### config.mk
export PLATFORM = sky130hd
export DESIGN_NAME = midpoint_ellipse_rasterizer
export DESIGN_NICKNAME = d
export VERILOG_FILES = /design/src/sv/mer_pkg.sv /design/src/sv/mer_datapath.sv /design/src/sv/mer_ctrl.sv /design/src/sv/midpoint_ellipse_rasterizer.sv
export SDC_FILE = /design/constraint.sdc
export NUM_CORES = 2
export LEC_CHECK = 0
export BUFFER_PORTS_ARGS = -buffer_cell sky130_fd_sc_hd__buf_2
export CAP_MARGIN = 20
export CORE_ASPECT_RATIO = 1.4
export CORE_UTILIZATION = 40
export CTS_BUF_LIST = sky130_fd_sc_hd__clkbuf_16
export DETAILED_ROUTE_END_ITERATION = 8
export PLACE_DENSITY_LB_ADDON = 0.1
export SYNTH_ARGS = -nofsm -noshare
export SYNTH_HDL_FRONTEND = slang
export SYNTH_HIERARCHICAL = 1
export SYNTH_SLANG_ARGS = --single-unit
### constraint.sdc
create_clock -name clk -period 36.7 [get_ports clk]
set_input_delay 11.01 -clock clk [delete_from_list [all_inputs] [get_ports clk]]
set_output_delay 11.01 -clock clk [all_outputs]
set_load 0.01 [all_outputs]
### src/sv/mer_pkg.sv
// Shared types and codes for the midpoint ellipse rasterizer.
package mer_pkg;

  localparam logic OP_START = 1'b0;
  localparam logic OP_STEP  = 1'b1;

  typedef struct packed {
    logic       operation;
    logic [9:0] semi_major;
    logic [9:0] semi_minor;
    logic [9:0] center_x;
    logic [9:0] center_y;
  } in_item_t;

  typedef struct packed {
    logic signed [11:0] pixel_x;
    logic signed [11:0] pixel_y;
    logic               last_of_set;
    logic               done_res;
  } out_item_t;

  typedef enum logic [1:0] {
    RG_NONE,
    RG_ONE,
    RG_TWO
  } region_t;

  typedef enum logic [4:0] {
    DP_NOP,
    DP_LOAD,
    DP_SQ_A,
    DP_SQ_B,
    DP_AAB,
    DP_INIT1,
    DP_INIT2,
    DP_RND,
    DP_R1_MOVE,
    DP_TR_LATCH,
    DP_TR_M1,
    DP_TR_M2,
    DP_TR_M3,
    DP_TR_M4,
    DP_TR_M5,
    DP_TRUNC,
    DP_DEC_BB,
    DP_DEC_AA,
    DP_DEC_GX,
    DP_DEC_GY,
    DP_R2_MOVE,
    DP_LATCH
  } dp_op_t;

  typedef enum logic [4:0] {
    ST_IDLE,
    ST_SQ_A,
    ST_SQ_B,
    ST_AAB,
    ST_INIT1,
    ST_INIT2,
    ST_RND,
    ST_R1_CHK,
    ST_R1_BB,
    ST_R1_GX,
    ST_R1_GY,
    ST_TR_M1,
    ST_TR_M2,
    ST_TR_M3,
    ST_TR_M4,
    ST_TR_M5,
    ST_TR_TRUNC,
    ST_R2_MOVE,
    ST_R2_AA,
    ST_R2_GX,
    ST_R2_GY,
    ST_LATCH,
    ST_EMIT0,
    ST_EMIT1,
    ST_EMIT2,
    ST_EMIT3
  } ctrl_state_t;

  typedef struct packed {
    dp_op_t     op;
    logic       emit;
    logic [1:0] idx;
  } dp_cmd_t;

  typedef struct packed {
    logic gx_lt_gy;
    logic dec_neg;
    logic y_zero;
    logic set_done;
    logic out_free;
  } dp_status_t;

endpackage

### src/sv/mer_datapath.sv
// Datapath of the ellipse rasterizer: walk registers, shared multiplier, decision adder, output.
module mer_datapath import mer_pkg::*; #(
  parameter int COORD_BITS = 10
) (
  input  logic       clk,
  input  logic       rst_n,
  input  in_item_t   in_data,
  input  dp_cmd_t    cmd,
  output dp_status_t status,
  output logic       out_valid,
  input  logic       out_stall,
  output out_item_t  out_data
);

  localparam int G      = (COORD_BITS < 10) ? COORD_BITS : 10;
  localparam int X_W    = G + 1;
  localparam int AA_W   = 2 * G;
  localparam int GRAD_W = 3 * G + 3;
  localparam int MUL_W  = 2 * G + 4;
  localparam int PROD_W = 2 * MUL_W;
  localparam int DEC_W  = 4 * G + 8;

  logic [G-1:0]             a_r;
  logic [G-1:0]             cx_r, cy_r;
  logic [X_W-1:0]           x_r, y_r;
  logic [AA_W-1:0]          aa_r, bb_r;
  logic [GRAD_W-1:0]        gx_r, gy_r;
  logic signed [DEC_W-1:0]  dec_r, dec_nxt;
  logic [PROD_W-1:0]        prod_r;
  logic                     dneg_r;
  logic [11:0]              xp_r, xm_r, yp_r, ym_r;
  logic                     done_r;
  logic                     out_valid_r;
  out_item_t                out_data_r;

  logic [MUL_W-1:0]         mul_a, mul_b;
  logic [PROD_W-1:0]        mul_p;
  logic [X_W:0]             tx;
  logic [X_W-1:0]           ty;
  logic signed [DEC_W-1:0]  rnd_sum;
  logic [GRAD_W-1:0]        two_bb, two_aa;
  logic                     latch_set;

  assign tx     = {x_r, 1'b1};
  assign ty     = (y_r == '0) ? X_W'(1) : (y_r - X_W'(1));
  assign two_bb = GRAD_W'({bb_r, 1'b0});
  assign two_aa = GRAD_W'({aa_r, 1'b0});

  // one shared multiplier, operands picked by the command
  always_comb begin
    mul_a = '0;
    mul_b = '0;
    case (cmd.op)
      DP_SQ_A: begin
        mul_a = MUL_W'(a_r);
        mul_b = MUL_W'(a_r);
      end
      DP_SQ_B: begin
        mul_a = MUL_W'(y_r);
        mul_b = MUL_W'(y_r);
      end
      DP_AAB: begin
        mul_a = MUL_W'(aa_r);
        mul_b = MUL_W'(y_r);
      end
      DP_TR_LATCH: begin
        mul_a = MUL_W'(tx);
        mul_b = MUL_W'(tx);
      end
      DP_TR_M1: begin
        mul_a = MUL_W'(bb_r);
        mul_b = prod_r[MUL_W-1:0];
      end
      DP_TR_M2: begin
        mul_a = MUL_W'(ty);
        mul_b = MUL_W'(ty);
      end
      DP_TR_M3: begin
        mul_a = MUL_W'(aa_r);
        mul_b = prod_r[MUL_W-1:0];
      end
      DP_TR_M4: begin
        mul_a = MUL_W'(aa_r);
        mul_b = MUL_W'(bb_r);
      end
      default: begin
        mul_a = '0;
        mul_b = '0;
      end
    endcase
  end

  assign mul_p = mul_a * mul_b;

  // decision register: one wide add per cycle
  always_comb begin
    dec_nxt = dec_r;
    rnd_sum = dec_r;
    case (cmd.op)
      DP_INIT1: dec_nxt = $signed(DEC_W'({bb_r, 2'b00}) + DEC_W'(aa_r));
      DP_INIT2: dec_nxt = dec_r - $signed(DEC_W'({gy_r, 1'b0}));
      DP_RND: begin
        // round half away from zero
        rnd_sum = dec_r + (dec_r[DEC_W-1] ? $signed(DEC_W'(1)) : $signed(DEC_W'(2)));
        dec_nxt = rnd_sum >>> 2;
      end
      DP_TRUNC: begin
        // truncate toward zero
        rnd_sum = dec_r + (dec_r[DEC_W-1] ? $signed(DEC_W'(3)) : $signed(DEC_W'(0)));
        dec_nxt = rnd_sum >>> 2;
      end
      DP_TR_M2: dec_nxt = $signed(prod_r);
      DP_TR_M4: dec_nxt = dec_r + $signed({prod_r[PROD_W-3:0], 2'b00});
      DP_TR_M5: dec_nxt = dec_r - $signed({prod_r[PROD_W-3:0], 2'b00});
      DP_DEC_BB: dec_nxt = dec_r + $signed(DEC_W'(bb_r));
      DP_DEC_AA: begin
        if (dneg_r) begin
          dec_nxt = dec_r + $signed(DEC_W'(aa_r));
        end else begin
          dec_nxt = dec_r - $signed(DEC_W'(aa_r));
        end
      end
      DP_DEC_GX: dec_nxt = dec_r + $signed(DEC_W'(gx_r));
      DP_DEC_GY: dec_nxt = dec_r - $signed(DEC_W'(gy_r));
      default: dec_nxt = dec_r;
    endcase
  end

  assign latch_set = (cmd.op == DP_R1_MOVE) || (cmd.op == DP_TR_LATCH) ||
                     (cmd.op == DP_LATCH);

  always_ff @(posedge clk) begin
    dec_r <= dec_nxt;
    case (cmd.op)
      DP_LOAD: begin
        a_r  <= in_data.semi_major[G-1:0];
        y_r  <= X_W'(in_data.semi_minor[G-1:0]);
        cx_r <= in_data.center_x[G-1:0];
        cy_r <= in_data.center_y[G-1:0];
        x_r  <= '0;
        gx_r <= '0;
      end
      DP_SQ_A, DP_TR_LATCH, DP_TR_M1, DP_TR_M2, DP_TR_M3, DP_TR_M4: begin
        prod_r <= mul_p;
      end
      DP_SQ_B: begin
        aa_r   <= prod_r[AA_W-1:0];
        prod_r <= mul_p;
      end
      DP_AAB: begin
        bb_r   <= prod_r[AA_W-1:0];
        prod_r <= mul_p;
      end
      DP_INIT1: gy_r <= {prod_r[GRAD_W-2:0], 1'b0};
      DP_R1_MOVE: begin
        dneg_r <= dec_r[DEC_W-1];
        x_r    <= x_r + X_W'(1);
        gx_r   <= gx_r + two_bb;
        if (!dec_r[DEC_W-1]) begin
          y_r  <= y_r - X_W'(1);
          gy_r <= gy_r - two_aa;
        end
      end
      DP_R2_MOVE: begin
        dneg_r <= dec_r[DEC_W-1];
        y_r    <= y_r - X_W'(1);
        gy_r   <= gy_r - two_aa;
        if (dec_r[DEC_W-1]) begin
          x_r  <= x_r + X_W'(1);
          gx_r <= gx_r + two_bb;
        end
      end
      default: begin
      end
    endcase

    // capture the symmetric set from the current point
    if (latch_set) begin
      xp_r   <= 12'(cx_r) + 12'(x_r);
      xm_r   <= 12'(cx_r) - 12'(x_r);
      yp_r   <= 12'(cy_r) + 12'(y_r);
      ym_r   <= 12'(cy_r) - 12'(y_r);
      done_r <= (cmd.op != DP_R1_MOVE) && (y_r == '0);
    end

    if (cmd.emit) begin
      out_data_r.last_of_set <= (cmd.idx == 2'd3);
      out_data_r.done_res    <= done_r;
      out_data_r.pixel_x     <= cmd.idx[0] ? $signed(xm_r) : $signed(xp_r);
      out_data_r.pixel_y     <= cmd.idx[1] ? $signed(ym_r) : $signed(yp_r);
    end
  end

  always_ff @(posedge clk) begin
    if (!rst_n) begin
      out_valid_r <= 1'b0;
    end else if (cmd.emit) begin
      out_valid_r <= 1'b1;
    end else if (!out_stall) begin
      out_valid_r <= 1'b0;
    end
  end

  assign status.gx_lt_gy = (gx_r < gy_r);
  assign status.dec_neg  = dneg_r;
  assign status.y_zero   = (y_r == '0);
  assign status.set_done = done_r;
  assign status.out_free = !out_valid_r || !out_stall;

  assign out_valid = out_valid_r;
  assign out_data  = out_data_r;

endmodule

### src/sv/mer_ctrl.sv
// Controller of the ellipse rasterizer: sequences start, region steps and output of each set.
module mer_ctrl import mer_pkg::*; (
  input  logic       clk,
  input  logic       rst_n,
  input  logic       in_valid,
  input  logic       in_op,
  output logic       in_stall,
  input  dp_status_t status,
  output dp_cmd_t    cmd
);

  ctrl_state_t state_r, state_nxt;
  region_t     region_r, region_nxt;

  always_ff @(posedge clk) begin
    if (!rst_n) begin
      state_r  <= ST_IDLE;
      region_r <= RG_NONE;
    end else begin
      state_r  <= state_nxt;
      region_r <= region_nxt;
    end
  end

  // next state
  always_comb begin
    state_nxt  = state_r;
    region_nxt = region_r;
    case (state_r)
      ST_IDLE: begin
        if (in_valid) begin
          if (in_op == OP_START) begin
            state_nxt  = ST_SQ_A;
            region_nxt = RG_ONE;
          end else begin
            case (region_r)
              RG_ONE:  state_nxt = ST_R1_CHK;
              RG_TWO:  state_nxt = ST_R2_MOVE;
              default: state_nxt = ST_IDLE;
            endcase
          end
        end
      end
      ST_SQ_A:  state_nxt = ST_SQ_B;
      ST_SQ_B:  state_nxt = ST_AAB;
      ST_AAB:   state_nxt = ST_INIT1;
      ST_INIT1: state_nxt = ST_INIT2;
      ST_INIT2: state_nxt = ST_RND;
      ST_RND:   state_nxt = ST_IDLE;
      ST_R1_CHK: state_nxt = status.gx_lt_gy ? ST_R1_BB : ST_TR_M1;
      ST_R1_BB:  state_nxt = ST_R1_GX;
      ST_R1_GX:  state_nxt = status.dec_neg ? ST_EMIT0 : ST_R1_GY;
      ST_R1_GY:  state_nxt = ST_EMIT0;
      ST_TR_M1:  state_nxt = ST_TR_M2;
      ST_TR_M2:  state_nxt = ST_TR_M3;
      ST_TR_M3:  state_nxt = ST_TR_M4;
      ST_TR_M4:  state_nxt = ST_TR_M5;
      ST_TR_M5:  state_nxt = ST_TR_TRUNC;
      ST_TR_TRUNC: begin
        state_nxt  = ST_EMIT0;
        region_nxt = status.set_done ? RG_NONE : RG_TWO;
      end
      ST_R2_MOVE: state_nxt = ST_R2_AA;
      ST_R2_AA:   state_nxt = status.dec_neg ? ST_R2_GX : ST_R2_GY;
      ST_R2_GX:   state_nxt = ST_R2_GY;
      ST_R2_GY:   state_nxt = ST_LATCH;
      ST_LATCH: begin
        state_nxt  = ST_EMIT0;
        region_nxt = status.y_zero ? RG_NONE : RG_TWO;
      end
      ST_EMIT0: state_nxt = status.out_free ? ST_EMIT1 : ST_EMIT0;
      ST_EMIT1: state_nxt = status.out_free ? ST_EMIT2 : ST_EMIT1;
      ST_EMIT2: state_nxt = status.out_free ? ST_EMIT3 : ST_EMIT2;
      ST_EMIT3: state_nxt = status.out_free ? ST_IDLE : ST_EMIT3;
      default:  state_nxt = ST_IDLE;
    endcase
  end

  // outputs
  always_comb begin
    cmd.op   = DP_NOP;
    cmd.emit = 1'b0;
    cmd.idx  = 2'd0;
    in_stall = (state_r != ST_IDLE);
    case (state_r)
      ST_IDLE: begin
        if (in_valid && (in_op == OP_START)) begin
          cmd.op = DP_LOAD;
        end
      end
      ST_SQ_A:     cmd.op = DP_SQ_A;
      ST_SQ_B:     cmd.op = DP_SQ_B;
      ST_AAB:      cmd.op = DP_AAB;
      ST_INIT1:    cmd.op = DP_INIT1;
      ST_INIT2:    cmd.op = DP_INIT2;
      ST_RND:      cmd.op = DP_RND;
      ST_R1_CHK:   cmd.op = status.gx_lt_gy ? DP_R1_MOVE : DP_TR_LATCH;
      ST_R1_BB:    cmd.op = DP_DEC_BB;
      ST_R1_GX:    cmd.op = DP_DEC_GX;
      ST_R1_GY:    cmd.op = DP_DEC_GY;
      ST_TR_M1:    cmd.op = DP_TR_M1;
      ST_TR_M2:    cmd.op = DP_TR_M2;
      ST_TR_M3:    cmd.op = DP_TR_M3;
      ST_TR_M4:    cmd.op = DP_TR_M4;
      ST_TR_M5:    cmd.op = DP_TR_M5;
      ST_TR_TRUNC: cmd.op = DP_TRUNC;
      ST_R2_MOVE:  cmd.op = DP_R2_MOVE;
      ST_R2_AA:    cmd.op = DP_DEC_AA;
      ST_R2_GX:    cmd.op = DP_DEC_GX;
      ST_R2_GY:    cmd.op = DP_DEC_GY;
      ST_LATCH:    cmd.op = DP_LATCH;
      ST_EMIT0: begin
        cmd.emit = status.out_free;
        cmd.idx  = 2'd0;
      end
      ST_EMIT1: begin
        cmd.emit = status.out_free;
        cmd.idx  = 2'd1;
      end
      ST_EMIT2: begin
        cmd.emit = status.out_free;
        cmd.idx  = 2'd2;
      end
      ST_EMIT3: begin
        cmd.emit = status.out_free;
        cmd.idx  = 2'd3;
      end
      default: cmd.op = DP_NOP;
    endcase
  end

endmodule

### src/sv/midpoint_ellipse_rasterizer.sv
// Midpoint ellipse rasterizer: start items load the geometry, step items emit four-point sets.
// A start item runs the squares and a^2*b through one shared multiplier, then forms the
// rounded start decision, and emits nothing. In a step the decision value goes through one
// wide adder a term per cycle, the transition start value through the shared multiplier over
// five products, and the four points leave through one output register, one per cycle while
// the output is not stalled. The next item is taken once the fourth point sits in that
// register. A step while no ellipse is active is taken in idle and emits nothing.
module midpoint_ellipse_rasterizer import mer_pkg::*; #(
  parameter int COORD_BITS = 10
) (
  input  logic      clk,
  input  logic      rst_n,
  input  logic      in_valid,
  output logic      in_stall,
  input  in_item_t  in_data,
  output logic      out_valid,
  input  logic      out_stall,
  output out_item_t out_data
);

  dp_cmd_t    cmd;
  dp_status_t status;

  mer_ctrl u_ctrl (
    .clk      (clk),
    .rst_n    (rst_n),
    .in_valid (in_valid),
    .in_op    (in_data.operation),
    .in_stall (in_stall),
    .status   (status),
    .cmd      (cmd)
  );

  mer_datapath #(
    .COORD_BITS (COORD_BITS)
  ) u_datapath (
    .clk       (clk),
    .rst_n     (rst_n),
    .in_data   (in_data),
    .cmd       (cmd),
    .status    (status),
    .out_valid (out_valid),
    .out_stall (out_stall),
    .out_data  (out_data)
  );

endmodule
==> flow_summary.yaml <==
power:
  net-switching-power_mw: 0.777
  power_share_of_the_clock_group: 0.247
  internal_power_mw: 0.997
  p_comb_frac: 0.412
  total_leakage_power_nw: 21.5
  p_seq_frac: 0.341
  worst_vdd_rail_ir_drop_uv: 35.8
  swShare: 0.438
  power-per-cell-area_nw_per_um2: 35.5
worst_setup_path:
  worst-setup-path-type: "in -> reg"
  worstPathArrival_ns: 21.85
  critPathMaxFanout: 57
  worstSetupEndpointType: "flop"
  cp-start-kind: "input pin"
  timing.critical_path.required_ns: 37.08
  worst_path_max_stage_delay_ns: 0.67
  timing.critical_path.slowest_stage_cell: "sky130_fd_sc_hd__o31ai_1"
die:
  io_pins: 73
  starting_utilization_of_the_core_area: 0.404
  core_area_um2: 115000
  fp.dieW_um: 289
  dieHeight_um: 404
  placementRows: 147
  floorplan.die_area_um2: 117000
global_routing:
  grt_antenna_before_repair: 2
  grt_first_pass_wirelength_mm: 263
  grt_max_degree: 67
  grt_remaining_overflow: 0
  vias_in_the_first_global_route: 41179
  grt_use_total: 0.302
layout:
  drive_above_1_share: 0.0645
  final_nets: 6270
  post-route-util: 0.436
  layout-area-overhead-vs-synth_pct: 7.91
detailed_routing:
  drc: 0
  detail_route.wl_per_cell_um: 25.4
  drt_wl_total_mm: 176
  drtIter0Drc: 3661
  vias: 40765
  route.detailed.vias_per_inst: 5.87
  drt_pass1_iterations: 9
  drtAntennaViolNets: 0
synthesis:
  ys_warn_count: 6
  mappedNetlistArea_um2: 46300
  synthArstFlopShare: 0
  synth_sequential_area_ratio: 0.214
  synth.top_cell.area_share: 0.211
  postSynth.topFlopCell: "sky130_fd_sc_hd__edfxtp_1"
  syn-num-nets: 6303
  ys_seq_elements: 333
  synthTopCellsByArea: "sky130_fd_sc_hd__edfxtp_1, sky130_fd_sc_hd__fa_1, sky130_fd_sc_hd__ha_1"
  synth.distinct_cells: 103
  netlist.top_cell.by_area: "sky130_fd_sc_hd__edfxtp_1"
  number_of_enable_type_register_cells_in_the_synthesized_netlist: 325
  synthCells: 5458
  syn-mean-instance-area_um2: 8.47
timing:
  worstMarginPinSlew_ns: 1.04
  hold_viol: 0
  report.final.slew_viol_count: 0
  minimum_period_implied_by_the_final_worst_setup_slack_ns: 21.47
  ratio_of_final_minimum_period_to_clock_period: 0.585
  timing.slew.headroom: 0.304
  setup_violations: 0
  grt_setup_unrepaired: "no"
  max_freq_mhz: 46.6
  totalNegativeSetupSlack_ns: 0
  final.setup_skew_ns: 0.0420
place:
  gp_congestion: 0.998
  dp_hpwl_mm: 138
  port-buffer-count: 72
clock_network:
  clock_transition_at_the_register_clock_pins_on_the_worst_setup_and_hold_paths_after_cts_ns: 0.06
  cts_setup_buffers: 0
  insertion_delay_ns: 0.63
  clock_sinks: 333
  hold_buffers: 0
  clock-root-buffer: "sky130_fd_sc_hd__clkbuf_16"
  clock_tree.buffer_depth: 3
  cts_resized: 0
  cts_buffers: 41
  cts_htree_levels: 2
  tritoncts: "done"
run_status:
  run_status: "complete, no violations"
min_path:
  min_delay_worst_type: "reg -> reg"
run:
  maxCapViolations: 0
worst max-delay path: cells and delay by family:
kind / cells / cell delay (ns)
buffers and inverters: 10 / 1.43
adder cells (fa/ha/maj): 8 / 3.99
AO/OA/AOI/OAI: 12 / 3.03
XOR/XNOR: 1 / 0.09
AND/OR/NAND/NOR: 8 / 2.19
worst paths after layout:
path	cells past startpoint	endpoint	slack [ns]	startpoint
max	39	u_datapath/prod_r[44]	15.23	in_data[40]
min	0	u_datapath/out_data[14]	0.42	u_datapath/xp_r[0]
max reg2reg	49	u_datapath/prod_r[44]	22.55	u_datapath/gy_r[11]
min reg2reg	0	u_datapath/out_data[14]	0.42	u_datapath/xp_r[0]
layout by cell type (no fill, tap or decap), types with 74 or more instances in the layout:
cell type / count
sky130_fd_sc_hd__buf_4: 108
sky130_fd_sc_hd__fa_1: 403
sky130_fd_sc_hd__xor2_1: 126
sky130_fd_sc_hd__nand2_1: 617
sky130_fd_sc_hd__a21o_1: 110
sky130_fd_sc_hd__edfxtp_1: 325
sky130_fd_sc_hd__nand3_1: 96
sky130_fd_sc_hd__xnor2_1: 209
sky130_fd_sc_hd__nand2b_1: 79
sky130_fd_sc_hd__nor3_1: 93
sky130_fd_sc_hd__inv_1: 674
sky130_fd_sc_hd__a31oi_1: 74
sky130_fd_sc_hd__ha_1: 397
sky130_fd_sc_hd__o21ai_0: 225
sky130_fd_sc_hd__nor2_1: 525
sky130_fd_sc_hd__a21oi_1: 307
synthesized netlist by cell type, types with 80 or more instances:
library cell,instances
sky130_fd_sc_hd__inv_1,666
sky130_fd_sc_hd__nand2_1,617
sky130_fd_sc_hd__nor2_1,534
sky130_fd_sc_hd__fa_1,403
sky130_fd_sc_hd__ha_1,397
sky130_fd_sc_hd__edfxtp_1,325
sky130_fd_sc_hd__a21oi_1,308
sky130_fd_sc_hd__o21ai_0,226
sky130_fd_sc_hd__clkbuf_1,213
sky130_fd_sc_hd__xnor2_1,209
sky130_fd_sc_hd__xor2_1,126
sky130_fd_sc_hd__a21o_1,110
sky130_fd_sc_hd__nor3_1,97
sky130_fd_sc_hd__nand3_1,96
sky130_fd_sc_hd__nand2b_1,80
registers in the layout, indices dropped and copies added, names as in the netlist, 12 cells and up:
name                 cells
u_datapath/yp_r         12
u_datapath/aa_r         20
u_datapath/gx_r         32
u_datapath/prod_r       47
u_datapath/bb_r         20
u_datapath/xp_r         12
u_datapath/dec_r        48
u_datapath/gy_r         32
u_datapath/out_data     26
power by group through the flow:
stage          clock network, mW  registers, mW  logic [mW]
2_1_floorplan                  0          0.543       0.516
3_5_place_dp                   0          0.609       0.721
6_report                   0.439          0.605       0.731
4_1_cts                    0.448          0.601       0.726
5_1_grt                    0.461          0.608       0.806
3_3_place_gp                   0          0.609       0.714
layout make-up:
cell class / count / area, µm²
diodes: 1 / 2.50
clock buffers: 41 / 1030
clock inverters: 34 / 398
fillers: 11541 / 64700
inverters: 668 / 2510
multi-input cells: 4199 / 33000
flip-flops and latches: 333 / 9920
well taps: 1490 / 1860
repair buffers: 182 / 1200
stage by stage:
| stage | std cells | total power, mW | area, µm² | worst slack [ns] | hold WS, ns |
|---|---|---|---|---|---|
| floorplan | 5458 | 1.06 | 46300 | 15.13 | 0.400 |
| detailed placement | 6872 | 1.33 | 48500 | 14.70 | 0.406 |
| finish | 6948 | 1.77 | 49900 | 15.23 | 0.423 |
| global route | 6948 | 1.88 | 49900 | 14.61 | 0.443 |
| global placement | 6870 | 1.32 | 48500 | 14.78 | 0.402 |
| CTS | 6947 | 1.78 | 49900 | 15.36 | 0.421 |
cells by family (layout without fill, tap and decap cells):
logic type / Yosys count / count (layout) / share of synthesized area
multiplexers: 40 / 40 / 0.00936
flip-flops: 333 / 333 / 0.214
AND/OR/NAND/NOR: 1800 / 1800 / 0.182
adder cells (fa/ha/maj): 800 / 800 / 0.282
XOR/XNOR: 336 / 336 / 0.0638
AO/OA/AOI/OAI: 1223 / 1223 / 0.173
other: 0 / 1 / 0
buffers and inverters: 926 / 925 / 0.0763
metal layers:
layer  up-vias  track usage  routed length (µm)
li1      18766            -                   -
met1     20253        0.372               70200
met2      1400        0.526               87500
met3       346       0.0290                9410
met4         0        0.140                9040
met5         -            0                   0
Note: power is estimated with default switching activity, not from simulation.
